--- src/hw/rtl/tilt_complementary_filter_unit_defines.svh ---
// Assertion macros shared by the tilt complementary filter RTL.
// No dependencies; included by the modules that carry assertions.
`ifndef TILT_COMPLEMENTARY_FILTER_UNIT_DEFINES_SVH
`define TILT_COMPLEMENTARY_FILTER_UNIT_DEFINES_SVH

// The consequent must hold in the same cycle as the antecedent.
`define TCF_ASSERT_SAME(label, clk, rst_n, ante, cons) \
    label: assert property (@(posedge clk) disable iff (!rst_n) (ante) |-> (cons)) \
        else $error("tilt filter check failed in the same cycle");

// The consequent must hold in the cycle after the antecedent.
`define TCF_ASSERT_NEXT(label, clk, rst_n, ante, cons) \
    label: assert property (@(posedge clk) disable iff (!rst_n) (ante) |=> (cons)) \
        else $error("tilt filter check failed in the next cycle");

`endif

--- src/hw/rtl/tcf_pkg.sv ---
// Package for the tilt complementary filter: widths, constants, types and tables.
// No dependencies; used by every module of the block.
`default_nettype none

package tcf_pkg;

    localparam int CORDIC_STEPS = 16;
    localparam int ATAN_LEN     = 24;
    localparam int CORDIC_ITERS = (CORDIC_STEPS > ATAN_LEN) ? ATAN_LEN : CORDIC_STEPS;
    localparam int STEP_W       = $clog2(ATAN_LEN);

    localparam int SAMPLE_W   = 16;
    localparam int ANGLE_W    = 32;
    localparam int GAIN_W     = 16;
    localparam int WEIGHT_W   = 17;
    localparam int MAG_W      = 17;
    localparam int XY_W       = 20;
    localparam int Z_W        = 26;
    localparam int ATAN_W     = 22;
    localparam int MUL_A_W    = 18;
    localparam int PROD_W     = 50;
    localparam int ACC_W      = 52;
    localparam int FRAC_W     = 16;
    localparam int CFG_IDX_W  = 2;
    localparam int CFG_DATA_W = 17;

    localparam logic [WEIGHT_W-1:0]   WEIGHT_ONE     = 17'd65536;
    localparam logic signed [Z_W-1:0] DEG180         = 26'sd11796480;
    localparam logic signed [ACC_W-1:0] ROUND_HALF   = 52'sd32768;
    localparam logic [STEP_W-1:0]     ITER_LAST      = STEP_W'(CORDIC_ITERS - 1);

    localparam logic [GAIN_W-1:0]   GAIN_RESET     = 16'd10;
    localparam logic [WEIGHT_W-1:0] ALPHA_RESET    = 17'd64225;
    localparam logic [MAG_W-1:0]    MAG_LOW_RESET  = 17'd8192;
    localparam logic [MAG_W-1:0]    MAG_HIGH_RESET = 17'd32768;

    typedef enum logic [CFG_IDX_W-1:0] {
        CFG_GYRO_GAIN,
        CFG_BLEND_ALPHA,
        CFG_MAG_LOW,
        CFG_MAG_HIGH
    } cfg_idx_t;

    typedef enum logic [1:0] {
        MUL_GYRO_X,
        MUL_GYRO_Y,
        MUL_ALPHA_ANGLE,
        MUL_BETA_ACC
    } mul_op_t;

    typedef enum logic [3:0] {
        S_IDLE,
        S_GYRO_P,
        S_GYRO_R,
        S_GYRO_W,
        S_CINIT,
        S_CITER,
        S_BLEND_A,
        S_BLEND_B,
        S_BLEND_C,
        S_OUT
    } tcf_state_t;

    typedef struct packed {
        logic signed [SAMPLE_W-1:0] accel_x;
        logic signed [SAMPLE_W-1:0] accel_y;
        logic signed [SAMPLE_W-1:0] accel_z;
        logic signed [SAMPLE_W-1:0] gyro_x;
        logic signed [SAMPLE_W-1:0] gyro_y;
    } tcf_in_t;

    typedef struct packed {
        logic signed [ANGLE_W-1:0] pitch_deg;
        logic signed [ANGLE_W-1:0] roll_deg;
        logic                      accel_used;
    } tcf_out_t;

    typedef struct packed {
        logic              load_sample;
        logic              load_used;
        logic              mul_en;
        mul_op_t           mul_op;
        logic              gyro_pitch;
        logic              gyro_roll;
        logic              cordic_init;
        logic              cordic_step;
        logic [STEP_W-1:0] step_idx;
        logic              axis_roll;
        logic              sum_load;
        logic              blend_write;
        logic              load_out;
    } tcf_cmd_t;

    typedef struct packed {
        logic used;
        logic out_free;
    } tcf_status_t;

    // Arctangent of 2^-i in degrees, Q16.16, rounded to nearest.
    function automatic logic [ATAN_W-1:0] atan_entry(input logic [STEP_W-1:0] idx);
        logic [ATAN_W-1:0] v;
        case (idx)
            5'd0:    v = 22'd2949120;
            5'd1:    v = 22'd1740967;
            5'd2:    v = 22'd919879;
            5'd3:    v = 22'd466945;
            5'd4:    v = 22'd234379;
            5'd5:    v = 22'd117304;
            5'd6:    v = 22'd58666;
            5'd7:    v = 22'd29335;
            5'd8:    v = 22'd14668;
            5'd9:    v = 22'd7334;
            5'd10:   v = 22'd3667;
            5'd11:   v = 22'd1833;
            5'd12:   v = 22'd917;
            5'd13:   v = 22'd458;
            5'd14:   v = 22'd229;
            5'd15:   v = 22'd115;
            5'd16:   v = 22'd57;
            5'd17:   v = 22'd29;
            5'd18:   v = 22'd14;
            5'd19:   v = 22'd7;
            5'd20:   v = 22'd4;
            5'd21:   v = 22'd2;
            5'd22:   v = 22'd1;
            default: v = '0;
        endcase
        return v;
    endfunction

    // Saturates a wide signed value to the signed 32-bit angle range.
    function automatic logic signed [ANGLE_W-1:0] sat_angle(input logic signed [ACC_W-1:0] v);
        logic signed [ACC_W-1:0] max_v;
        logic signed [ACC_W-1:0] min_v;
        logic signed [ANGLE_W-1:0] r;
        max_v = {{(ACC_W-ANGLE_W+1){1'b0}}, {(ANGLE_W-1){1'b1}}};
        min_v = {{(ACC_W-ANGLE_W+1){1'b1}}, {(ANGLE_W-1){1'b0}}};
        if (v > max_v) begin
            r = {1'b0, {(ANGLE_W-1){1'b1}}};
        end else if (v < min_v) begin
            r = {1'b1, {(ANGLE_W-1){1'b0}}};
        end else begin
            r = v[ANGLE_W-1:0];
        end
        return r;
    endfunction

endpackage

`default_nettype wire

--- src/hw/rtl/tcf_ctrl.sv ---
// Controller state machine of the tilt complementary filter.
// Depends on tcf_pkg and the assertion macro header.
`default_nettype none
`include "tilt_complementary_filter_unit_defines.svh"

module tcf_ctrl (
    input  wire logic                aclk,
    input  wire logic                aresetn,
    input  wire logic                s_valid,
    output logic                     s_ready,
    input  wire tcf_pkg::tcf_status_t status,
    output tcf_pkg::tcf_cmd_t        cmd
);
    import tcf_pkg::*;

    tcf_state_t        state_reg, state_next;
    logic [STEP_W-1:0] iter_reg, iter_next;
    logic              axis_reg, axis_next;
    logic              accept;

    assign s_ready = (state_reg == S_IDLE);
    assign accept  = s_valid && s_ready;

    always_ff @(posedge aclk) begin
        if (!aresetn) begin
            state_reg <= S_IDLE;
            iter_reg  <= '0;
            axis_reg  <= 1'b0;
        end else begin
            state_reg <= state_next;
            iter_reg  <= iter_next;
            axis_reg  <= axis_next;
        end
    end

    always_comb begin
        state_next = state_reg;
        iter_next  = iter_reg;
        axis_next  = axis_reg;
        unique case (state_reg)
            S_IDLE: begin
                axis_next = 1'b0;
                if (accept) begin
                    state_next = S_GYRO_P;
                end
            end
            S_GYRO_P:  state_next = S_GYRO_R;
            S_GYRO_R:  state_next = S_GYRO_W;
            S_GYRO_W:  state_next = status.used ? S_CINIT : S_OUT;
            S_CINIT: begin
                iter_next  = '0;
                state_next = S_CITER;
            end
            S_CITER: begin
                iter_next = iter_reg + 1'b1;
                if (iter_reg == ITER_LAST) begin
                    state_next = S_BLEND_A;
                end
            end
            S_BLEND_A: state_next = S_BLEND_B;
            S_BLEND_B: state_next = S_BLEND_C;
            S_BLEND_C: begin
                if (axis_reg) begin
                    state_next = S_OUT;
                end else begin
                    axis_next  = 1'b1;
                    state_next = S_CINIT;
                end
            end
            S_OUT: begin
                if (status.out_free) begin
                    state_next = S_IDLE;
                end
            end
            default:   state_next = S_IDLE;
        endcase
    end

    always_comb begin
        cmd             = '0;
        cmd.mul_op      = MUL_GYRO_X;
        cmd.step_idx    = iter_reg;
        cmd.axis_roll   = axis_reg;
        cmd.load_sample = accept;
        unique case (state_reg)
            S_IDLE: ;
            S_GYRO_P: begin
                cmd.mul_en    = 1'b1;
                cmd.mul_op    = MUL_GYRO_X;
                cmd.load_used = 1'b1;
            end
            S_GYRO_R: begin
                cmd.gyro_pitch = 1'b1;
                cmd.mul_en     = 1'b1;
                cmd.mul_op     = MUL_GYRO_Y;
            end
            S_GYRO_W:  cmd.gyro_roll = 1'b1;
            S_CINIT:   cmd.cordic_init = 1'b1;
            S_CITER:   cmd.cordic_step = 1'b1;
            S_BLEND_A: begin
                cmd.mul_en = 1'b1;
                cmd.mul_op = MUL_ALPHA_ANGLE;
            end
            S_BLEND_B: begin
                cmd.sum_load = 1'b1;
                cmd.mul_en   = 1'b1;
                cmd.mul_op   = MUL_BETA_ACC;
            end
            S_BLEND_C: cmd.blend_write = 1'b1;
            S_OUT:     cmd.load_out = status.out_free;
            default: ;
        endcase
    end

    `TCF_ASSERT_NEXT(a_iter_done, aclk, aresetn, state_reg == S_CITER && iter_reg == ITER_LAST, state_reg == S_BLEND_A)
    `TCF_ASSERT_NEXT(a_no_correction, aclk, aresetn, state_reg == S_GYRO_W && !status.used, state_reg == S_OUT)
    `TCF_ASSERT_SAME(a_out_free, aclk, aresetn, cmd.load_out, status.out_free)
    `TCF_ASSERT_NEXT(a_roll_last, aclk, aresetn, state_reg == S_BLEND_C && !axis_reg, state_reg == S_CINIT && axis_reg)

endmodule

`default_nettype wire

--- src/hw/rtl/tcf_dp.sv ---
// Datapath of the tilt complementary filter: configuration, angles, multiplier,
// CORDIC iteration and the output register. Depends on tcf_pkg.
`default_nettype none

module tcf_dp (
    input  wire logic                                aclk,
    input  wire logic                                aresetn,
    input  wire tcf_pkg::tcf_in_t                    s_data,
    output logic                                     m_valid,
    input  wire logic                                m_ready,
    output tcf_pkg::tcf_out_t                        m_data,
    input  wire logic                                cfg_wr_en,
    input  wire logic [tcf_pkg::CFG_IDX_W-1:0]       cfg_index,
    input  wire logic [tcf_pkg::CFG_DATA_W-1:0]      cfg_wr_data,
    input  wire tcf_pkg::tcf_cmd_t                   cmd,
    output tcf_pkg::tcf_status_t                     status
);
    import tcf_pkg::*;

    logic [GAIN_W-1:0]   gain_reg;
    logic [WEIGHT_W-1:0] alpha_reg;
    logic [MAG_W-1:0]    mag_low_reg;
    logic [MAG_W-1:0]    mag_high_reg;

    tcf_in_t                    sample_reg;
    logic signed [ANGLE_W-1:0]  pitch_reg, pitch_next;
    logic signed [ANGLE_W-1:0]  roll_reg, roll_next;
    logic                       used_reg;
    logic signed [PROD_W-1:0]   prod_reg;
    logic signed [PROD_W-1:0]   sum_reg;
    logic signed [XY_W-1:0]     cx_reg, cx_next;
    logic signed [XY_W-1:0]     cy_reg, cy_next;
    logic signed [Z_W-1:0]      cz_reg, cz_next;
    logic                       skip_reg, skip_next;
    tcf_out_t                   out_reg;
    logic                       m_valid_reg;

    logic [WEIGHT_W-1:0]        alpha_c;
    logic [WEIGHT_W-1:0]        beta;
    logic signed [MUL_A_W-1:0]  mul_a;
    logic signed [ANGLE_W-1:0]  mul_b;
    logic signed [PROD_W-1:0]   product;
    logic signed [SAMPLE_W:0]   ax_e, ay_e, az_e;
    logic [MAG_W-1:0]           mag;
    logic signed [ACC_W-1:0]    gyro_p_sum, gyro_r_sum, blend_sum, blend_shift;
    logic signed [ANGLE_W-1:0]  blended;
    logic signed [SAMPLE_W-1:0] num;
    logic signed [XY_W-1:0]     num_e, den_e, sx, sy;
    logic signed [Z_W-1:0]      atan_z;

    always_ff @(posedge aclk) begin
        if (!aresetn) begin
            gain_reg     <= GAIN_RESET;
            alpha_reg    <= ALPHA_RESET;
            mag_low_reg  <= MAG_LOW_RESET;
            mag_high_reg <= MAG_HIGH_RESET;
        end else if (cfg_wr_en) begin
            unique case (cfg_idx_t'(cfg_index))
                CFG_GYRO_GAIN:   gain_reg     <= cfg_wr_data[GAIN_W-1:0];
                CFG_BLEND_ALPHA: alpha_reg    <= cfg_wr_data[WEIGHT_W-1:0];
                CFG_MAG_LOW:     mag_low_reg  <= cfg_wr_data[MAG_W-1:0];
                CFG_MAG_HIGH:    mag_high_reg <= cfg_wr_data[MAG_W-1:0];
                default: ;
            endcase
        end
    end

    assign alpha_c = (alpha_reg > WEIGHT_ONE) ? WEIGHT_ONE : alpha_reg;
    assign beta    = WEIGHT_ONE - alpha_c;

    always_comb begin
        case (cmd.mul_op)
            MUL_GYRO_X: begin
                mul_a = MUL_A_W'(sample_reg.gyro_x);
                mul_b = $signed({{(ANGLE_W-GAIN_W){1'b0}}, gain_reg});
            end
            MUL_GYRO_Y: begin
                mul_a = MUL_A_W'(sample_reg.gyro_y);
                mul_b = $signed({{(ANGLE_W-GAIN_W){1'b0}}, gain_reg});
            end
            MUL_ALPHA_ANGLE: begin
                mul_a = $signed({{(MUL_A_W-WEIGHT_W){1'b0}}, alpha_c});
                mul_b = cmd.axis_roll ? roll_reg : pitch_reg;
            end
            default: begin
                mul_a = $signed({{(MUL_A_W-WEIGHT_W){1'b0}}, beta});
                mul_b = ANGLE_W'(cz_reg);
            end
        endcase
    end

    assign product = PROD_W'(mul_a) * PROD_W'(mul_b);

    assign ax_e = (SAMPLE_W+1)'(sample_reg.accel_x);
    assign ay_e = (SAMPLE_W+1)'(sample_reg.accel_y);
    assign az_e = (SAMPLE_W+1)'(sample_reg.accel_z);
    assign mag  = (ax_e < 0 ? MAG_W'(-ax_e) : MAG_W'(ax_e))
                + (ay_e < 0 ? MAG_W'(-ay_e) : MAG_W'(ay_e))
                + (az_e < 0 ? MAG_W'(-az_e) : MAG_W'(az_e));

    assign gyro_p_sum  = ACC_W'(pitch_reg) + ACC_W'(prod_reg);
    assign gyro_r_sum  = ACC_W'(roll_reg) - ACC_W'(prod_reg);
    assign blend_sum   = ACC_W'(sum_reg) + ACC_W'(prod_reg) + ROUND_HALF;
    assign blend_shift = blend_sum >>> FRAC_W;
    assign blended     = sat_angle(blend_shift);

    always_comb begin
        pitch_next = pitch_reg;
        roll_next  = roll_reg;
        if (cmd.gyro_pitch) begin
            pitch_next = sat_angle(gyro_p_sum);
        end
        if (cmd.gyro_roll) begin
            roll_next = sat_angle(gyro_r_sum);
        end
        if (cmd.blend_write) begin
            if (cmd.axis_roll) begin
                roll_next = blended;
            end else begin
                pitch_next = blended;
            end
        end
    end

    assign num    = cmd.axis_roll ? sample_reg.accel_x : sample_reg.accel_y;
    assign num_e  = XY_W'(num);
    assign den_e  = XY_W'(sample_reg.accel_z);
    assign sx     = cx_reg >>> cmd.step_idx;
    assign sy     = cy_reg >>> cmd.step_idx;
    assign atan_z = $signed({{(Z_W-ATAN_W){1'b0}}, atan_entry(cmd.step_idx)});

    always_comb begin
        cx_next   = cx_reg;
        cy_next   = cy_reg;
        cz_next   = cz_reg;
        skip_next = skip_reg;
        if (cmd.cordic_init) begin
            if (num == 0) begin
                skip_next = 1'b1;
                cz_next   = (den_e < 0) ? DEG180 : '0;
            end else if (den_e < 0) begin
                skip_next = 1'b0;
                cx_next   = -den_e;
                cy_next   = -num_e;
                cz_next   = (num_e >= 0) ? DEG180 : -DEG180;
            end else begin
                skip_next = 1'b0;
                cx_next   = den_e;
                cy_next   = num_e;
                cz_next   = '0;
            end
        end else if (cmd.cordic_step && !skip_reg) begin
            if (cy_reg > 0) begin
                cx_next = cx_reg + sy;
                cy_next = cy_reg - sx;
                cz_next = cz_reg + atan_z;
            end else begin
                cx_next = cx_reg - sy;
                cy_next = cy_reg + sx;
                cz_next = cz_reg - atan_z;
            end
        end
    end

    always_ff @(posedge aclk) begin
        if (!aresetn) begin
            pitch_reg   <= '0;
            roll_reg    <= '0;
            used_reg    <= 1'b0;
            m_valid_reg <= 1'b0;
        end else begin
            pitch_reg <= pitch_next;
            roll_reg  <= roll_next;
            if (cmd.load_used) begin
                used_reg <= (mag > mag_low_reg) && (mag < mag_high_reg);
            end
            if (cmd.load_out) begin
                m_valid_reg <= 1'b1;
            end else if (m_ready) begin
                m_valid_reg <= 1'b0;
            end
        end
    end

    always_ff @(posedge aclk) begin
        if (cmd.load_sample) begin
            sample_reg <= s_data;
        end
        if (cmd.mul_en) begin
            prod_reg <= product;
        end
        if (cmd.sum_load) begin
            sum_reg <= prod_reg;
        end
        cx_reg   <= cx_next;
        cy_reg   <= cy_next;
        cz_reg   <= cz_next;
        skip_reg <= skip_next;
        if (cmd.load_out) begin
            out_reg.pitch_deg  <= pitch_reg;
            out_reg.roll_deg   <= roll_reg;
            out_reg.accel_used <= used_reg;
        end
    end

    assign status.used     = used_reg;
    assign status.out_free = !m_valid_reg || m_ready;
    assign m_valid         = m_valid_reg;
    assign m_data          = out_reg;

endmodule

`default_nettype wire

--- src/hw/rtl/tilt_complementary_filter_unit.sv ---
// Top level of the tilt complementary filter: controller and datapath joined.
// Depends on tcf_pkg, tcf_ctrl and tcf_dp.
`default_nettype none

// Each beat on s_ carries one raw IMU sample; pitch and roll (degrees, Q16.16)
// are updated from the gyro rates and, when the accelerometer magnitude sum lies
// strictly between the two limits, blended with CORDIC atan2 angles. One result
// beat leaves on m_ for every input beat. The block works on one sample at a time:
// a sample without correction skips the CORDIC, and a corrected one runs the
// single shared CORDIC stage and the shared multiplier once per axis. The
// result sits in an output register, so the next sample is taken while it waits.
// The user writes configuration through cfg_wr_en, cfg_index and cfg_wr_data
// only while idle; the block itself does not enforce this.

module tilt_complementary_filter_unit (
    input  wire logic                            aclk,
    input  wire logic                            aresetn,
    input  wire logic                            s_valid,
    output logic                                 s_ready,
    input  wire tcf_pkg::tcf_in_t                s_data,
    output logic                                 m_valid,
    input  wire logic                            m_ready,
    output tcf_pkg::tcf_out_t                    m_data,
    input  wire logic                            cfg_wr_en,
    input  wire logic [tcf_pkg::CFG_IDX_W-1:0]   cfg_index,
    input  wire logic [tcf_pkg::CFG_DATA_W-1:0]  cfg_wr_data
);
    import tcf_pkg::*;

    tcf_cmd_t    cmd;
    tcf_status_t status;

    tcf_ctrl u_ctrl (
        .aclk    (aclk),
        .aresetn (aresetn),
        .s_valid (s_valid),
        .s_ready (s_ready),
        .status  (status),
        .cmd     (cmd)
    );

    tcf_dp u_dp (
        .aclk        (aclk),
        .aresetn     (aresetn),
        .s_data      (s_data),
        .m_valid     (m_valid),
        .m_ready     (m_ready),
        .m_data      (m_data),
        .cfg_wr_en   (cfg_wr_en),
        .cfg_index   (cfg_index),
        .cfg_wr_data (cfg_wr_data),
        .cmd         (cmd),
        .status      (status)
    );

endmodule

`default_nettype wire

--- config.mk ---
export PLATFORM = sky130hd
export DESIGN_NAME = tilt_complementary_filter_unit
export DESIGN_NICKNAME = d
export VERILOG_FILES = /design/src/hw/rtl/tcf_pkg.sv /design/src/hw/rtl/tcf_ctrl.sv /design/src/hw/rtl/tcf_dp.sv /design/src/hw/rtl/tilt_complementary_filter_unit.sv
export VERILOG_INCLUDE_DIRS = /design/src /design/src/hw/rtl
export SDC_FILE = /design/constraint.sdc
export NUM_CORES = 2
export LEC_CHECK = 0
export ABC_AREA = 1
export BUFFER_PORTS_ARGS = -buffer_cell sky130_fd_sc_hd__buf_4
export CAP_MARGIN = 5
export CORE_AREA = 2 2 243 425
export DETAILED_ROUTE_END_ITERATION = 12
export DIE_AREA = 0 0 245 427
export PLACE_DENSITY = 0.82
export SLEW_MARGIN = 20
export SYNTH_ARGS = -nofsm -noshare
export SYNTH_HDL_FRONTEND = slang
export SYNTH_HIERARCHICAL = 1
export SYNTH_SLANG_ARGS = --single-unit
--- constraint.sdc ---
create_clock -name aclk -period 19.68 [get_ports aclk]
set_input_delay 3.936 -clock aclk [delete_from_list [all_inputs] [get_ports aclk]]
set_output_delay 3.936 -clock aclk [all_outputs]
set_load 0.01 [all_outputs]
==> results.md <==
* Rows at 155
* GP Congestion at 1.08
* Grt ovf at 0
* Max Cap Viol at 0
* Post-synth cell types at 68
* Vias in the first global route at 60402
* Yosys reg bits at 455
* Fmax at 84.3 MHz
* Post-DRT Antenna Nets at 0
* Sequential Area at 12200 um^2
* Metal2 WL at 115000 um
* Fill cell count at 9255
* Worst hold slack at 0.463 ns
* Cell Area, Synth at 60300 um^2
* Post-Syn Area per Cell at 7.16 um^2
* RSZ-0062 raised after global routing: no
* Nets at 9592
* Minimum clock period at 11.87 ns
* Clock buffer depth at 3
* Chip width at 245 um
* Setup WS post-layout at 7.81 ns
* Hold Fails Final Rpt at 0
* TNS Setup at 0 ns
* Die area at 105000 um^2
* Max rail drop VDD at 0.0919 mV
* WP data arrival at 12.24 ns
* Internal Pwr Total at 0.00295 W
* Worst skew pair latency at 0.67 ns
* Multi-input logic area at 40800 um^2
* Slowest Stage Delay on Critical Path at 0.93 ns
* TritonCTS Sinks at 455
* Number of enable flip-flop cells after synthesis at 312
* P&R area growth vs syn at 6.76%
* DR vias at 58610
* Slowest CP cell: o21ai_0
* Met1 WL at 75300 um
* 1st-iter DRT viols at 5568
* Final Skew at 0.0399 ns
* Post-CTS setup repair buffer count at 0
* Leakage at 32.1 nW
* Synth warnings at 6
* Total CTS buffers at 46
* Core Area at 101000 um^2
* Max Used Layer: met5
* Worst hold-check path type: reg2reg
* IO Count at 171
* Hold Buf Count CTS at 0
* Cells after synthesis at 8420
* Status: complete, no violations
* Power density over cell area at 94.4 nW/um^2
* Drt drc at 0
* Die Height at 427 um
* Port-buffer cells at 170
* Starting density of the core at 0.595
* Met3 wire length at 22200 um
* Slew Viols, Final at 0
* Post-DP HPWL at 195000 um
* Slew @ Worst Pin at 1.28 ns
* Combinational Power Share at 0.612
* Clock network fraction of design power at 0.165
* # setup viols final at 0
* Post-CTS sizing at 0
* Vias/cell at 5.95
* Synth async-reset ratio at 0
* Wire per inst at 24.6 um
* Drt first pass iters at 7
* Slew headroom at 0.140
* Initial antenna violation count at 24
* Net Sw Frac at 0.515
* Global-route wire length before repair at 361000 um
* Pre-CTS WS at 8.21 ns
* Layout cells sized above 1 at 0.0516
* Syn Nets at 9546
* Req. time, crit path at 20.05 ns
* Most used DFF post-synth: edfxtp_1
* Max reg flops at 65
* Root Driver: clkbuf_16
* Total wire length at 243000 um
* H-tree depth at 2
* CTS clk-pin slew, worst paths at 0.07 ns
* CTS tree: done
* Type of the worst setup path: reg2reg
* Pin count of the biggest net entering global routing at 77
* R2R Setup Slk at 7.81 ns
* Period utilisation layout at 0.603
* Max FO, Critical Path at 27
* Reg power frac at 0.223
* Post-synthesis sequential area ratio at 0.203
* Crit end category: flip-flop
* Sw Pwr at 0.00313 W
* Crit start category: flip-flop
* All-Layer GR Usage at 0.470
stage by stage:
stage                      util  std cells  area [um^2]  power [W]
after floorplan               -       8420        60300    0.00376
after global placement    0.617       9751        62600    0.00490
after detailed placement  0.617       9751        62600    0.00495
after CTS                 0.634       9837        64300    0.00598
after global routing      0.635       9846        64400    0.00646
final                     0.635       9852        64400    0.00608
synth_stat cells (14+ instances only):
master / number / area share
nand2_1: 2239 / 0.14
inv_1: 1640 / 0.10
nor2_1: 757 / 0.047
fa_1: 576 / 0.19
a21oi_1: 514 / 0.043
ha_1: 446 / 0.093
o21ai_0: 394 / 0.033
edfxtp_1: 312 / 0.16
nand3_1: 298 / 0.025
xor2_1: 179 / 0.026
dfxtp_1: 143 / 0.047
clkbuf_1: 130 / 0.0081
nor3_1: 87 / 0.0072
xnor2_1: 84 / 0.012
nand4_1: 69 / 0.0072
a31oi_1: 51 / 0.0053
buf_2: 46 / 0.0038
o21bai_1: 33 / 0.0041
o21ai_1: 32 / 0.0027
a21oi_2: 31 / 0.0045
o21a_1: 28 / 0.0035
o211ai_1: 26 / 0.0032
nor2_2: 25 / 0.0026
inv_2: 22 / 0.0014
buf_1: 19 / 0.0012
buf_4: 16 / 0.0020
buf_6: 15 / 0.0028
nor4_1: 15 / 0.0016
o221ai_1: 14 / 0.0020
power by group through the flow:
stage	combinational, W	sequential, W	clock (W)
5_1_grt	0.00407	0.00135	0.00104
6_report	0.00372	0.00135	0.00100
4_1_cts	0.00362	0.00134	0.00101
2_1_floorplan	0.00251	0.00125	0
3_3_place_gp	0.00354	0.00136	0
3_5_place_dp	0.00359	0.00136	0
cells by family after synthesis:
| group | share of synthesized area |
|---|---|
| adders and majority gates | 0.284 |
| and+or+nand+nor | 0.238 |
| DFF | 0.203 |
| buffers and inverters | 0.122 |
| AOI/OAI and AO/OA | 0.114 |
| xor gates and xnor gates | 0.0382 |
| muxes | 0.00183 |
per-layer routing:
metal / vias to the layer above / track usage
met1: 27522 / 0.461
li1: 26466 / -
met2: 3263 / 0.787
met4: 20 / 0.468
met3: 1339 / 0.126
met5: - / 0
cells in the final DEF, fill, tap and decap left out, types with 11 or more instances in the layout:
master and instances:
nand2_1 2237, inv_1 1638, nor2_1 756, fa_1 576, a21oi_1 512, ha_1 446
o21ai_0 390, edfxtp_1 312, nand3_1 298, buf_4 223, xor2_1 179, dfxtp_1 142
nor3_1 85, xnor2_1 84, nand4_1 69, clkbuf_16 52, a31oi_1 51, o21ai_1 35
a21oi_2 33, o21bai_1 33, o21a_1 28, o211ai_1 26, nor2_2 25, inv_2 23
diode_2 14, nor4_1 14, o221ai_1 14, nand2_2 13, o22ai_1 12, nand3b_1 12
a221oi_1 11, o22a_1 11, mux2i_1 11, o31ai_1 11, a21o_1 11
critical path: cells and delay by family (launching register included):
family          cells  cell delay [ns]
fa+ha+maj           7             3.48
flops               1             0.36
compound gates      7             2.31
xor+xnor            1             0.06
buf+inv             7             1.50
simple gates       13             3.84
path summary, 6_finish.rpt:
path / cells after the start / end / startpoint
min reg2reg: 2 / u_dp/gain_reg[5] / u_dp/gain_reg[5]
max reg2reg: 35 / u_dp/prod_reg[49] / u_ctrl/state_reg[3]
min: 2 / u_dp/gain_reg[5] / u_dp/gain_reg[5]
max: 35 / u_dp/prod_reg[49] / u_ctrl/state_reg[3]
cell type report:
class,instances,area share
clock buffers,58,0.0207
inverters,1670,0.0974
flip-flops and latches,455,0.190
well taps,1334,0.0259
clock inverters,28,0.00581
repair buffers,224,0.0262
multi-input cells,6069,0.633
diodes,14,0.000544
Note: power is estimated with default switching activity, not from simulation.
